===== src/rtl/md4_block_compression_macros.svh =====
`ifndef MD4_BLOCK_COMPRESSION_MACROS_SVH
`define MD4_BLOCK_COMPRESSION_MACROS_SVH

// same-cycle implication, checked outside reset
`define MD4BC_ASSERT_NOW(lbl, ante, cons, msg) \
    lbl: assert property (@(posedge i_clk) disable iff (!i_rst_n) (ante) |-> (cons)) \
        else $error(msg);

// next-cycle implication, checked outside reset
`define MD4BC_ASSERT_NEXT(lbl, ante, cons, msg) \
    lbl: assert property (@(posedge i_clk) disable iff (!i_rst_n) (ante) |=> (cons)) \
        else $error(msg);

`endif


===== src/rtl/md4bc_pkg.sv =====
`default_nettype none

package md4bc_pkg;

    localparam int Q_DEPTH = 2;
    localparam int Q_AW    = (Q_DEPTH > 1) ? $clog2(Q_DEPTH) : 1;
    localparam int Q_CW    = $clog2(Q_DEPTH + 1);

    localparam logic [31:0] IV_A = 32'h67452301;
    localparam logic [31:0] IV_B = 32'hEFCDAB89;
    localparam logic [31:0] IV_C = 32'h98BADCFE;
    localparam logic [31:0] IV_D = 32'h10325476;
    localparam logic [31:0] K_R1 = 32'h00000000;
    localparam logic [31:0] K_R2 = 32'h5a827999;
    localparam logic [31:0] K_R3 = 32'h6ed9eba1;

    localparam logic [5:0] LAST_STEP = 6'd47;
    localparam logic [3:0] LAST_WORD = 4'd15;
    localparam logic [1:0] LAST_OUT  = 2'd3;

    typedef enum logic [1:0] {
        ST_LOAD,
        ST_ROUND,
        ST_ADD,
        ST_OUT
    } t_state;

    typedef struct packed {
        logic [31:0] word;
        logic [3:0]  index;
        logic        reload;
    } t_item;

    function automatic logic [3:0] f_order(input logic [1:0] rnd, input logic [3:0] pos);
        case (rnd)
            2'd0:    f_order = pos;
            2'd1:    f_order = {pos[1:0], pos[3:2]};
            default: f_order = {pos[0], pos[1], pos[2], pos[3]};
        endcase
    endfunction

    function automatic logic [4:0] f_rot(input logic [1:0] rnd, input logic [1:0] j);
        logic [4:0] r;
        r = 5'd3;
        case (rnd)
            2'd0: begin
                case (j)
                    2'd0:    r = 5'd3;
                    2'd1:    r = 5'd7;
                    2'd2:    r = 5'd11;
                    default: r = 5'd19;
                endcase
            end
            2'd1: begin
                case (j)
                    2'd0:    r = 5'd3;
                    2'd1:    r = 5'd5;
                    2'd2:    r = 5'd9;
                    default: r = 5'd13;
                endcase
            end
            default: begin
                case (j)
                    2'd0:    r = 5'd3;
                    2'd1:    r = 5'd9;
                    2'd2:    r = 5'd11;
                    default: r = 5'd15;
                endcase
            end
        endcase
        return r;
    endfunction

    function automatic logic [31:0] f_const(input logic [1:0] rnd);
        case (rnd)
            2'd0:    f_const = K_R1;
            2'd1:    f_const = K_R2;
            default: f_const = K_R3;
        endcase
    endfunction

    function automatic logic [31:0] f_mix(input logic [1:0] rnd, input logic [31:0] x,
                                          input logic [31:0] y, input logic [31:0] z);
        case (rnd)
            2'd0:    f_mix = (x & y) | (~x & z);
            2'd1:    f_mix = (x & y) | (x & z) | (y & z);
            default: f_mix = x ^ y ^ z;
        endcase
    endfunction

    function automatic logic [31:0] f_rotl(input logic [31:0] v, input logic [4:0] s);
        logic [63:0] t;
        t = {v, v} << s;
        return t[63:32];
    endfunction

endpackage

`default_nettype wire


===== src/rtl/md4bc_front.sv =====
`default_nettype none

module md4bc_front
    import md4bc_pkg::*;
(
    input  wire logic        i_clk,
    input  wire logic        i_rst_n,
    input  wire logic        i_valid,
    input  wire logic [31:0] i_message_word,
    input  wire logic        i_start_message,
    output logic             o_stall,
    output logic             o_push,
    output t_item            o_item,
    input  wire logic        i_q_full
);

    logic [3:0] r_count;
    logic [3:0] n_count;
    logic [3:0] w_index;

    assign o_stall = i_q_full;
    assign o_push  = i_valid && !i_q_full;
    assign w_index = i_start_message ? 4'd0 : r_count;
    assign n_count = w_index + 4'd1;

    always_comb begin
        o_item.word   = i_message_word;
        o_item.index  = w_index;
        o_item.reload = i_start_message;
    end

    always_ff @(posedge i_clk) begin
        if (!i_rst_n) begin
            r_count <= 4'd0;
        end else if (o_push) begin
            r_count <= n_count;
        end
    end

endmodule

`default_nettype wire


===== src/rtl/md4bc_fifo.sv =====
`default_nettype none

module md4bc_fifo
    import md4bc_pkg::*;
(
    input  wire logic  i_clk,
    input  wire logic  i_rst_n,
    input  wire logic  i_push,
    input  wire t_item i_item,
    output logic       o_full,
    output logic       o_valid,
    output t_item      o_item,
    input  wire logic  i_pop
);

    t_item             r_mem [Q_DEPTH];
    logic [Q_AW-1:0]   r_wptr;
    logic [Q_AW-1:0]   r_rptr;
    logic [Q_CW-1:0]   r_cnt;
    logic              w_do_push;
    logic              w_do_pop;

    assign o_full    = (r_cnt == Q_CW'(Q_DEPTH));
    assign o_valid   = (r_cnt != '0);
    assign o_item    = r_mem[r_rptr];
    assign w_do_push = i_push && !o_full;
    assign w_do_pop  = i_pop && o_valid;

    function automatic logic [Q_AW-1:0] f_next(input logic [Q_AW-1:0] p);
        return (p == Q_AW'(Q_DEPTH - 1)) ? '0 : p + 1'b1;
    endfunction

    always_ff @(posedge i_clk) begin
        if (!i_rst_n) begin
            r_wptr <= '0;
            r_rptr <= '0;
            r_cnt  <= '0;
        end else begin
            if (w_do_push) begin
                r_wptr <= f_next(r_wptr);
            end
            if (w_do_pop) begin
                r_rptr <= f_next(r_rptr);
            end
            if (w_do_push && !w_do_pop) begin
                r_cnt <= r_cnt + 1'b1;
            end else if (w_do_pop && !w_do_push) begin
                r_cnt <= r_cnt - 1'b1;
            end
        end
    end

    always_ff @(posedge i_clk) begin
        if (w_do_push) begin
            r_mem[r_wptr] <= i_item;
        end
    end

endmodule

`default_nettype wire


===== src/rtl/md4bc_back.sv =====
`default_nettype none

module md4bc_back
    import md4bc_pkg::*;
(
    input  wire logic        i_clk,
    input  wire logic        i_rst_n,
    input  wire logic        i_q_valid,
    input  wire t_item       i_item,
    output logic             o_q_pop,
    output logic             o_valid,
    input  wire logic        i_stall,
    output logic [31:0]      o_digest_word,
    output logic [1:0]       o_digest_index,
    output logic             o_digest_last
);

    t_state      r_state;
    t_state      n_state;
    logic [31:0] r_buf [16];
    logic [31:0] r_cv  [4];
    logic [31:0] r_wr  [4];
    logic [5:0]  r_step;
    logic [1:0]  r_out_idx;

    logic [1:0]  w_round;
    logic [3:0]  w_pos;
    logic [31:0] w_msg;
    logic [31:0] w_sum;
    logic [31:0] w_new_b;
    logic        w_take;
    logic        w_out_done;

    assign w_round = r_step[5:4];
    assign w_pos   = r_step[3:0];
    assign w_msg   = r_buf[f_order(w_round, w_pos)];
    assign w_sum   = r_wr[0] + f_mix(w_round, r_wr[1], r_wr[2], r_wr[3]) + w_msg
                     + f_const(w_round);
    assign w_new_b = f_rotl(w_sum, f_rot(w_round, w_pos[1:0]));

    assign o_digest_word  = r_cv[r_out_idx];
    assign o_digest_index = r_out_idx;
    assign o_digest_last  = (r_out_idx == LAST_OUT);

    always_comb begin
        n_state    = r_state;
        o_q_pop    = 1'b0;
        o_valid    = 1'b0;
        w_take     = 1'b0;
        w_out_done = 1'b0;
        case (r_state)
            ST_LOAD: begin
                o_q_pop = 1'b1;
                w_take  = i_q_valid;
                if (i_q_valid && i_item.index == LAST_WORD) begin
                    n_state = ST_ROUND;
                end
            end
            ST_ROUND: begin
                if (r_step == LAST_STEP) begin
                    n_state = ST_ADD;
                end
            end
            ST_ADD: begin
                n_state = ST_OUT;
            end
            ST_OUT: begin
                o_valid = 1'b1;
                if (!i_stall && r_out_idx == LAST_OUT) begin
                    w_out_done = 1'b1;
                    n_state    = ST_LOAD;
                end
            end
            default: begin
                n_state = ST_LOAD;
            end
        endcase
    end

    always_ff @(posedge i_clk) begin
        if (!i_rst_n) begin
            r_state <= ST_LOAD;
        end else begin
            r_state <= n_state;
        end
    end

    always_ff @(posedge i_clk) begin
        if (!i_rst_n) begin
            r_cv[0]   <= IV_A;
            r_cv[1]   <= IV_B;
            r_cv[2]   <= IV_C;
            r_cv[3]   <= IV_D;
            r_step    <= '0;
            r_out_idx <= '0;
        end else begin
            case (r_state)
                ST_LOAD: begin
                    r_step    <= '0;
                    r_out_idx <= '0;
                    if (w_take && i_item.reload) begin
                        r_cv[0] <= IV_A;
                        r_cv[1] <= IV_B;
                        r_cv[2] <= IV_C;
                        r_cv[3] <= IV_D;
                    end
                end
                ST_ROUND: begin
                    r_step <= r_step + 6'd1;
                end
                ST_ADD: begin
                    for (int i = 0; i < 4; i++) begin
                        r_cv[i] <= r_cv[i] + r_wr[i];
                    end
                end
                ST_OUT: begin
                    if (!i_stall && !w_out_done) begin
                        r_out_idx <= r_out_idx + 2'd1;
                    end
                end
                default: begin
                    r_step <= '0;
                end
            endcase
        end
    end

    // block buffer and working registers
    always_ff @(posedge i_clk) begin
        if (w_take) begin
            r_buf[i_item.index] <= i_item.word;
            r_wr                <= r_cv;
        end else if (r_state == ST_ROUND) begin
            r_wr[0] <= r_wr[3];
            r_wr[1] <= w_new_b;
            r_wr[2] <= r_wr[1];
            r_wr[3] <= r_wr[2];
        end
    end

endmodule

`default_nettype wire


===== src/rtl/md4_block_compression.sv =====
// once the sixteenth word of a block is loaded: the round steps, the add, then the digest output
// the four digest words follow one per cycle unless stalled
// the queue is popped only while loading; other words wait there, stalling the input when full
// the 48-step round loop runs one step per cycle on a single shared round unit
// reset: synchronous active low; queue and word count empty, chaining value at the initial value
`default_nettype none
`include "md4_block_compression_macros.svh"

module md4_block_compression
    import md4bc_pkg::*;
(
    input  wire logic        i_clk,
    input  wire logic        i_rst_n,
    input  wire logic        i_valid,
    output logic             o_stall,
    input  wire logic [31:0] i_message_word,
    input  wire logic        i_start_message,
    output logic             o_valid,
    input  wire logic        i_stall,
    output logic [31:0]      o_digest_word,
    output logic [1:0]       o_digest_index,
    output logic             o_digest_last
);

    t_item w_push_item;
    t_item w_q_item;
    logic  w_push;
    logic  w_q_full;
    logic  w_q_valid;
    logic  w_q_pop;

    md4bc_front u_front (
        .i_clk           (i_clk),
        .i_rst_n         (i_rst_n),
        .i_valid         (i_valid),
        .i_message_word  (i_message_word),
        .i_start_message (i_start_message),
        .o_stall         (o_stall),
        .o_push          (w_push),
        .o_item          (w_push_item),
        .i_q_full        (w_q_full)
    );

    md4bc_fifo u_fifo (
        .i_clk   (i_clk),
        .i_rst_n (i_rst_n),
        .i_push  (w_push),
        .i_item  (w_push_item),
        .o_full  (w_q_full),
        .o_valid (w_q_valid),
        .o_item  (w_q_item),
        .i_pop   (w_q_pop)
    );

    md4bc_back u_back (
        .i_clk          (i_clk),
        .i_rst_n        (i_rst_n),
        .i_q_valid      (w_q_valid),
        .i_item         (w_q_item),
        .o_q_pop        (w_q_pop),
        .o_valid        (o_valid),
        .i_stall        (i_stall),
        .o_digest_word  (o_digest_word),
        .o_digest_index (o_digest_index),
        .o_digest_last  (o_digest_last)
    );

    `MD4BC_ASSERT_NOW(a_no_pop_while_out, w_q_pop && w_q_valid, !o_valid, "item taken during output")
    `MD4BC_ASSERT_NEXT(a_last_ends_out, o_valid && !i_stall && o_digest_last, !o_valid, "output continues after last word")
    `MD4BC_ASSERT_NEXT(a_index_steps, o_valid && !i_stall && !o_digest_last, o_valid && (o_digest_index == $past(o_digest_index) + 2'd1), "digest index skipped")

endmodule

`default_nettype wire


===== config.mk =====
export PLATFORM = sky130hd
export DESIGN_NAME = md4_block_compression
export DESIGN_NICKNAME = d
export VERILOG_FILES = /design/src/rtl/md4bc_pkg.sv /design/src/rtl/md4bc_front.sv /design/src/rtl/md4bc_fifo.sv /design/src/rtl/md4bc_back.sv /design/src/rtl/md4_block_compression.sv
export VERILOG_INCLUDE_DIRS = /design/src /design/src/rtl
export SDC_FILE = /design/constraint.sdc
export NUM_CORES = 2
export LEC_CHECK = 0
export ABC_AREA = 1
export ABC_CLOCK_PERIOD_IN_PS = 5900
export BUFFER_PORTS_ARGS = -buffer_cell sky130_fd_sc_hd__buf_2
export CORE_MARGIN = 5
export CORE_UTILIZATION = 30
export CTS_CLUSTER_DIAMETER = 30
export DETAILED_ROUTE_END_ITERATION = 12
export GPL_ROUTABILITY_DRIVEN = 0
export HOLD_SLACK_MARGIN = 0.1
export PLACE_DENSITY_LB_ADDON = 0.08
export SLEW_MARGIN = 20
export SYNTH_ARGS = -nofsm -noshare
export SYNTH_HDL_FRONTEND = slang
export SYNTH_SLANG_ARGS = --single-unit

===== constraint.sdc =====
create_clock -name i_clk -period 5.9 [get_ports i_clk]
set_input_delay 1.18 -clock i_clk [delete_from_list [all_inputs] [get_ports i_clk]]
set_output_delay 1.18 -clock i_clk [all_outputs]
set_load 0.005 [all_outputs]

# Yosys cells after proc, flatten, opt, wreduce, memory -nomap -nowiden
# Memories as Yosys holds them, arrays and structs flattened. A register that Yosys moved wholly into a read port is not among the register bits.
# Index checks and enable logic that the tools add are counted.
word_totals:
  reg_bits: 274
  latch_bits: 0
  ramBits: 586
  romBits: 0
  wordCells: 122
  n_memories: 2
memory_table:
  columns: ["name", "words", "width", "rd", "rd_ports_with_merged_regs", "write_ports", "line", "rtl"]
  rows:
  - ["u_back.r_buf", 16, 32, 1, 0, 1, "md4bc_back.sv:20", "logic [31:0] r_buf [16];"]
  - ["u_fifo.r_mem", 2, 37, 1, 1, 1, "md4bc_fifo.sv:16", "t_item r_mem [Q_DEPTH];"]
classes:
  addsub: 14
  n_mul: 0
  div: 0
  n_lt_le_gt_ge: 1
  n_eq_ne: 15
  shift: 1
  muxes: 37
  n_bitwise: 11
  reduce_logical: 26
ops:
  columns: ["cell", "count"]
  rows:
  - ["2-to-1 mux 128 bit", 3]
  - ["case mux 128 bit (2 select lines)", 1]
  - ["adder 32 bit", 6]
  - ["bitwise AND 32 bit", 4]
  - ["OR 32 bit", 3]
  - ["binary-select mux 32 bit (select 2 bit)", 1]
  - ["2-to-1 mux 32 bit", 2]
  - ["case mux 32 bit (2 select lines)", 1]
  - ["<< shifter 64 x 5 -> 64 bit", 1]
  - ["bitwise XOR 32 bit", 2]
  - ["case mux 31 bit (2 select lines)", 1]
  - ["adder 32 x 31 -> 32 bit", 1]
  - ["NOT 32 bit", 1]
  - ["case mux 4 bit (3 select lines)", 2]
  - ["case mux 5 bit (3 select lines)", 1]
  - ["2-to-1 mux 1 bit", 13]
  - ["2-to-1 mux 2 bit", 6]
  - ["case mux 6 bit (2 select lines)", 1]
  - ["nonzero test 2 bit", 6]
  - ["== test 2 bit (second input constant)", 5]
  - ["inequality test 2 x 1 -> 1 bit (second input constant)", 5]
  - ["case mux 5 bit (2 select lines)", 1]
  - ["logical AND 1 bit", 9]
  - ["case mux 2 bit (4 select lines)", 1]
  - ["other kinds (17)", 28]

# Depth between registers and ports, before layout
logic_depth:
  depth_word: 10
  depth_mapped: 34
  mapped_depth_nobuf: 31

# Hierarchy
# A second synthesis with hierarchy kept.
hier_totals:
  cells_unflattened: 5112
  hier_area_um2: 48111.1
by_module_without_submodules:
  columns: ["mod", "instances", "cells_per_inst", "area_each_um2", "seq_area_each_um2"]
  rows:
  - ["md4bc_back", 1, 4887, 44541.5, 21981.1]
  - ["md4bc_fifo", 1, 152, 3067.9, 2322.2]
  - ["md4bc_front", 1, 73, 501.7, 80.1]

# Worst setup path before layout
# OpenSTA, ideal clock, no wires.
synth_path:
  kind: "flip-flop to flip-flop"
  from: "reg u_back.r_step[5]"
  to: "reg u_back.r_wr[90] (netlist name), data pin"
  setup_time_ns: 0.253
  arrival_time_ns: 4.769
  required_time_ns: 5.647
  slack_ns: 0.878
  path_stages_with_launch: 34
  synth_period_minus_slack_ns: 5.022
  cell_sequence: "dfxtp_1 buf_6 nor2_2 nand2_2 nand3_2 buf_4 buf_2 buf_2 buf_2 a21oi_1 o21ai_0 nand3_1 nand3_1 nand2_1 fa_1 inv_1 fa_1 inv_1 ha_1 a21oi_1 o21ai_0 nand3_1 nand3_1 nand2_1 nand2_1 nand3_1 nand2_1 or2_2 nand3_1 nand3_1 nand3_1 nand3_1 nand3_1 nand2_1"
synth_via:
  elab_chain_len: 8
  word_cells_on_any_way: 13
  classes_between: "add/sub: 3; eq/ne: 1; shift: 1; mux: 6; reduce/logical: 1; memory: 1"
synth_rtl:
  columns: ["element", "line", "rtl"]
  rows:
  - ["from (decl)", "md4bc_back.sv:23", "logic [5:0] r_step;"]
  - ["from (signal assigned)", "md4bc_back.sv:109", "r_step <= r_step + 6'd1;"]
  - ["== test 2 x 1 -> 1 bit or logical NOT 2 bit (tied branches)", null, null]
  - ["case mux 32 bit (2 select lines) or case mux 4 bit (2 select lines) (tied branches)", "md4bc_pkg.sv:84, md4bc_pkg.sv:35", null]
  - ["adder 32 bit or memory (16 x 32 bit) (tied branches)", null, null]
  - ["adder 32 bit", "md4bc_back.sv:37", "assign w_sum = r_wr[0] + f_mix(w_round, r_wr[1], r_wr[2], r_wr[3]) + w_msg"]
  - ["adder 32 x 31 -> 32 bit", "md4bc_back.sv:38", "+ f_const(w_round);"]
  - ["<< shifter 64 x 5 -> 64 bit *", "md4bc_pkg.sv:93", "t = {v, v} << s;"]
  - ["2-to-1 mux 128 bit *", "md4bc_back.sv:133", "end else if (r_state == ST_ROUND) begin"]
  - ["2-to-1 mux 128 bit *", "md4bc_back.sv:130", "if (w_take) begin"]
  - ["to (signal assigned)", "md4bc_back.sv:132", "r_wr <= r_cv;"]
  - ["to (decl)", "md4bc_back.sv:22", "logic [31:0] r_wr [4];"]
# Mark *: on every way between the ends. The rest lies on a longest branch, timed or not. The select of a mux whose other input is x is not followed.
# A chain may end at the register's enable or synchronous reset.

# Final worst setup path
layout_path:
  from: "reg u_back.r_step[2]"
  to: "reg u_back.r_wr[66] (netlist name), data pin"
layout_via:
  elab_chain_len: 7
layout_rtl:
  columns: ["element", "line", "rtl"]
  rows:
  - ["case mux 4 bit (2 select lines)", "md4bc_pkg.sv:35", "case (rnd)"]
  - ["memory (16 x 32 bit)", null, null]
  - ["adder 32 bit", "md4bc_back.sv:37", null]
  - ["adder 32 x 31 -> 32 bit", "md4bc_back.sv:38", null]
  - ["<< shifter 64 x 5 -> 64 bit", "md4bc_pkg.sv:93", null]
  - ["2-to-1 mux 128 bit", "md4bc_back.sv:133", null]
  - ["2-to-1 mux 128 bit", "md4bc_back.sv:130", null]
# No other way between the ends. The select of a mux whose other input is x is not followed.

==> flow_summary.ini <==
[outcome]
status = finished, final reports clean

[synthesis]
fraction_of_the_yosys_area_taken_by_sequential_cells_pct = 51.5
postSynth.asyncResetShare_pct = 0
post_synth_instance_area_um2 = 47400
ys_seq_elements = 861
synth_edf_count = 714
synthesis.instances = 5158
ys.flop_type = edfxtp_1
cell_type_with_the_highest_aggregate_area_in_the_netlist = edfxtp_1
synth_area_per_cell_um2 = 9.18
total_number_of_yosys_warnings = 0
syn-num-nets = 5460
synthTopCellsByArea = edfxtp_1 (45%), nand2_1 (8.0%), dfxtp_1 (6.2%)
synth_cell_type_count = 57
synth.top_cell.area_share_pct = 45.3

[setup_path]
crit_family = simple AND/OR/NAND/NOR gates
worst_ep_arrival_time_ps = 6150
worst-path-buf-inv = 7
crit_path_start_kind = flip-flop
startpoint = u_back.r_step[2]
crit_required_ps = 6510
regToRegStartpoint = u_back.r_step[2]
critical-path-slowest-cell = fa_1
critPathMaxFanout = 26
cp_common_cell = nand3_1
cpPeakStageDelay_ps = 560
critPathKind = flip-flop to flip-flop
worstSetupEndpointType = flip-flop

[clock_network]
tritoncts_num_sinks = 861
cts_tree = yes
clk_pin_slew_worst_paths_ps = 40
clock-root-buffer = clkbuf_16
numCtsBuffers = 282
ctsHtreeMaxLevel = 5
clock_latency_on_the_worst_skew_pair_ps = 910
cts.path.max_buffers = 4

[global_routing]
global_route_layer_with_the_greatest_usage = met2
globalRouteMet3Util_pct = 3.54
largest_net_degree_at_the_start_of_global_routing = 157
groute.layer.met1.usage_pct = 27.4
groute.layer.met2.usage_pct = 35.6
antenna_violations_before_repair = 5
grt_pass1_wl_um = 260000
global_routing_usage_summed_across_all_routing_layers_pct = 20.9
globalRoute.totalOverflow = 0
grt_pass1_vias = 38200

[job]
cap_viol_max_count = 0

[floorplan]
io-pin-count = 74
die_w_um = 407
floorplan.die.height_um = 407
die-area_um2 = 166000
floorplan.initialDensity_pct = 30.2
floorplan.core_area_um2 = 157000
placement_rows = 145

[drt]
route.vias.total = 38900
routed_wirelength_um = 179000
drcViolationCount = 0
post_drt_wl_per_cell_um = 23.3
drt-vias-per-instance = 5.04
ant_nets = 0
firstDrtPassIters = 7
drtIter0Drc = 2890

[placed_design]
port_buffers = 73
dp.final_hpwl_um = 122000

[sta]
setup_viol_count_final = 0
totalNegativeSetupSlack_ps = 0
timing.hold.ws_ps = 448
fmax_mhz = 181
worst_slew_pin_slew_ps = 1150
final_count_of_pins_violating_max_slew = 0
fin_crit_ps = 5540
fin_worst_skew_ps = 82.5
min_period_over_period_pct = 93.9
hold_viol_final = 0
worst_slew_slack_as_a_fraction_of_its_limit_pct = 22.3

[final_layout]
final.fill_count = 15600
post_route_cells_drive_above_1_share_pct = 13.6
syn_to_final_growth_pct = 27.1
layout.nets = 5761

[min_path]
hold_path_class = flip-flop to flip-flop
hold_path.startpoint = u_fifo.r_rptr
## cells by family after synthesis
kind of cell | synth area share (%)
muxes | 1.44
AOI/OAI and AO/OA | 14.1
and+or+nand+nor | 17.3
buffers and inverters | 6.61
DFF | 51.5
xor gates and xnor gates | 0.740
adders and majority gates | 8.30
## layout make-up
type / instances / area (um^2) / share of cell area [%]
Tap cell: 2058 / 2570 / 4.28
Multi-Input combinational cell: 3488 / 20200 / 33.6
Clock inverter: 122 / 1030 / 1.71
Clock buffer: 361 / 7600 / 12.6
Inverter: 576 / 2170 / 3.61
Timing Repair Buffer: 250 / 2210 / 3.67
Sequential cell: 861 / 24400 / 40.5
Antenna cell: 1 / 2.50 / 0.00416
## synthesized netlist by cell type, types with 12 or more instances
cell      count
a21oi_1     451
clkbuf_1    151
buf_2        56
inv_1       562
nor3_1       34
buf_1        22
o211ai_1    123
mux2i_1      32
nand2_1    1007
o22ai_1      58
ha_1        183
o21a_1       13
mux2_2       32
or2_2        21
o21ai_0     441
nand4_1      24
o221ai_1     12
nand3b_1     20
fa_1         82
a21o_1       22
nand3_1     537
xor2_1       29
o21bai_1     16
nor2_1      264
dfxtp_1     147
edfxtp_1    714
## path summary, 6_finish.rpt
kind | endpoint | slack [ps] | depth (start not counted)
worst max-delay path | u_back.r_wr[66] | 360 | 27
worst min-delay path | flip-flop | 450 | 1
worst max register to register | u_back.r_wr[66] | 360 | 27
worst min register to register | flip-flop | 450 | 1
## per-stage QoR
stage               util, %  setup WS, ps  std cells  cell area [um^2]
floorplan                 -           878       5158             47400
global placement       32.6          -146       7217             51100
detailed placement     32.6          -106       7217             51100
CTS                    38.1          15.7       7700             59700
global route           38.4         -5.88       7716             60200
finish                 38.4           363       7717             60200
## repair_timing
| action | 4_1_cts | 5_1_grt |
|---|---|---|
| pin swaps | 0 | 5 |
| gates resized for setup | 2 | 49 |
| setup buffers | 0 | 9 |
| setup endpoints to repair | 6 | 32 |
| hold buffers | 0 | 0 |
| gates cloned | 0 | 7 |
## worst reg2reg max path, stage by stage (launching register included)
cell       delay [ps]
dfxtp_1           400
inv_2             110
nand2_2           120
nand3_4           150
buf_12            200
buf_4             180
clkbuf_16         170
clkbuf_16         200
o21ai_0           270
nand3_1           120
nand3_1            90
nand2_1           140
fa_1              570
inv_1              50
fa_1              480
ha_1              390
inv_1             140
nor2_1             70
nor3_2            200
nand2_1            80
a21oi_1           160
nand3_1           160
nand3_2           140
nand3_1           120
nand3_1           130
nand3_1           110
nand3_1           230
nand2_1            80
## registers in the layout, summed over array words and instances (netlist names), named ones only
name and cells:
u_fifo.r_rptr 1, u_fifo.r_mem 74, u_back.o_digest_index 2, u_back.r_step 6, u_back.r_wr 128, u_front.r_count 4
u_fifo.r_cnt 2, u_back.r_buf 512, u_back.r_cv 128, u_fifo.r_wptr 1, u_back.r_state 2
## metal layers
layer / vias to the layer above / routed length [um] / share of wire, %
met5: - / 0 / 0
met3: 271 / 8100 / 4.5
met1: 18900 / 80200 / 45
met2: 950 / 87200 / 49
met4: 0 / 4030 / 2.2
li1: 18700 / - / -
## cell usage in the layout, fill, tap and decap left out, types with 58 or more instances in the layout
cell / Yosys / final
edfxtp_1: 714 / 714
dfxtp_1: 147 / 143
buf_2: 56 / 72
clkbuf_16: 0 / 292
o211ai_1: 123 / 123
fa_1: 82 / 81
ha_1: 183 / 180
o21ai_0: 441 / 437
clkbuf_1: 151 / 58
inv_1: 562 / 558
nand3_1: 537 / 528
o22ai_1: 58 / 58
nand2_1: 1007 / 1000
buf_4: 2 / 142
a21oi_1: 451 / 445
nor2_1: 264 / 246
Power is not shown: default switching activity piles up to over one toggle a cycle in this logic, so the estimate is an artifact.
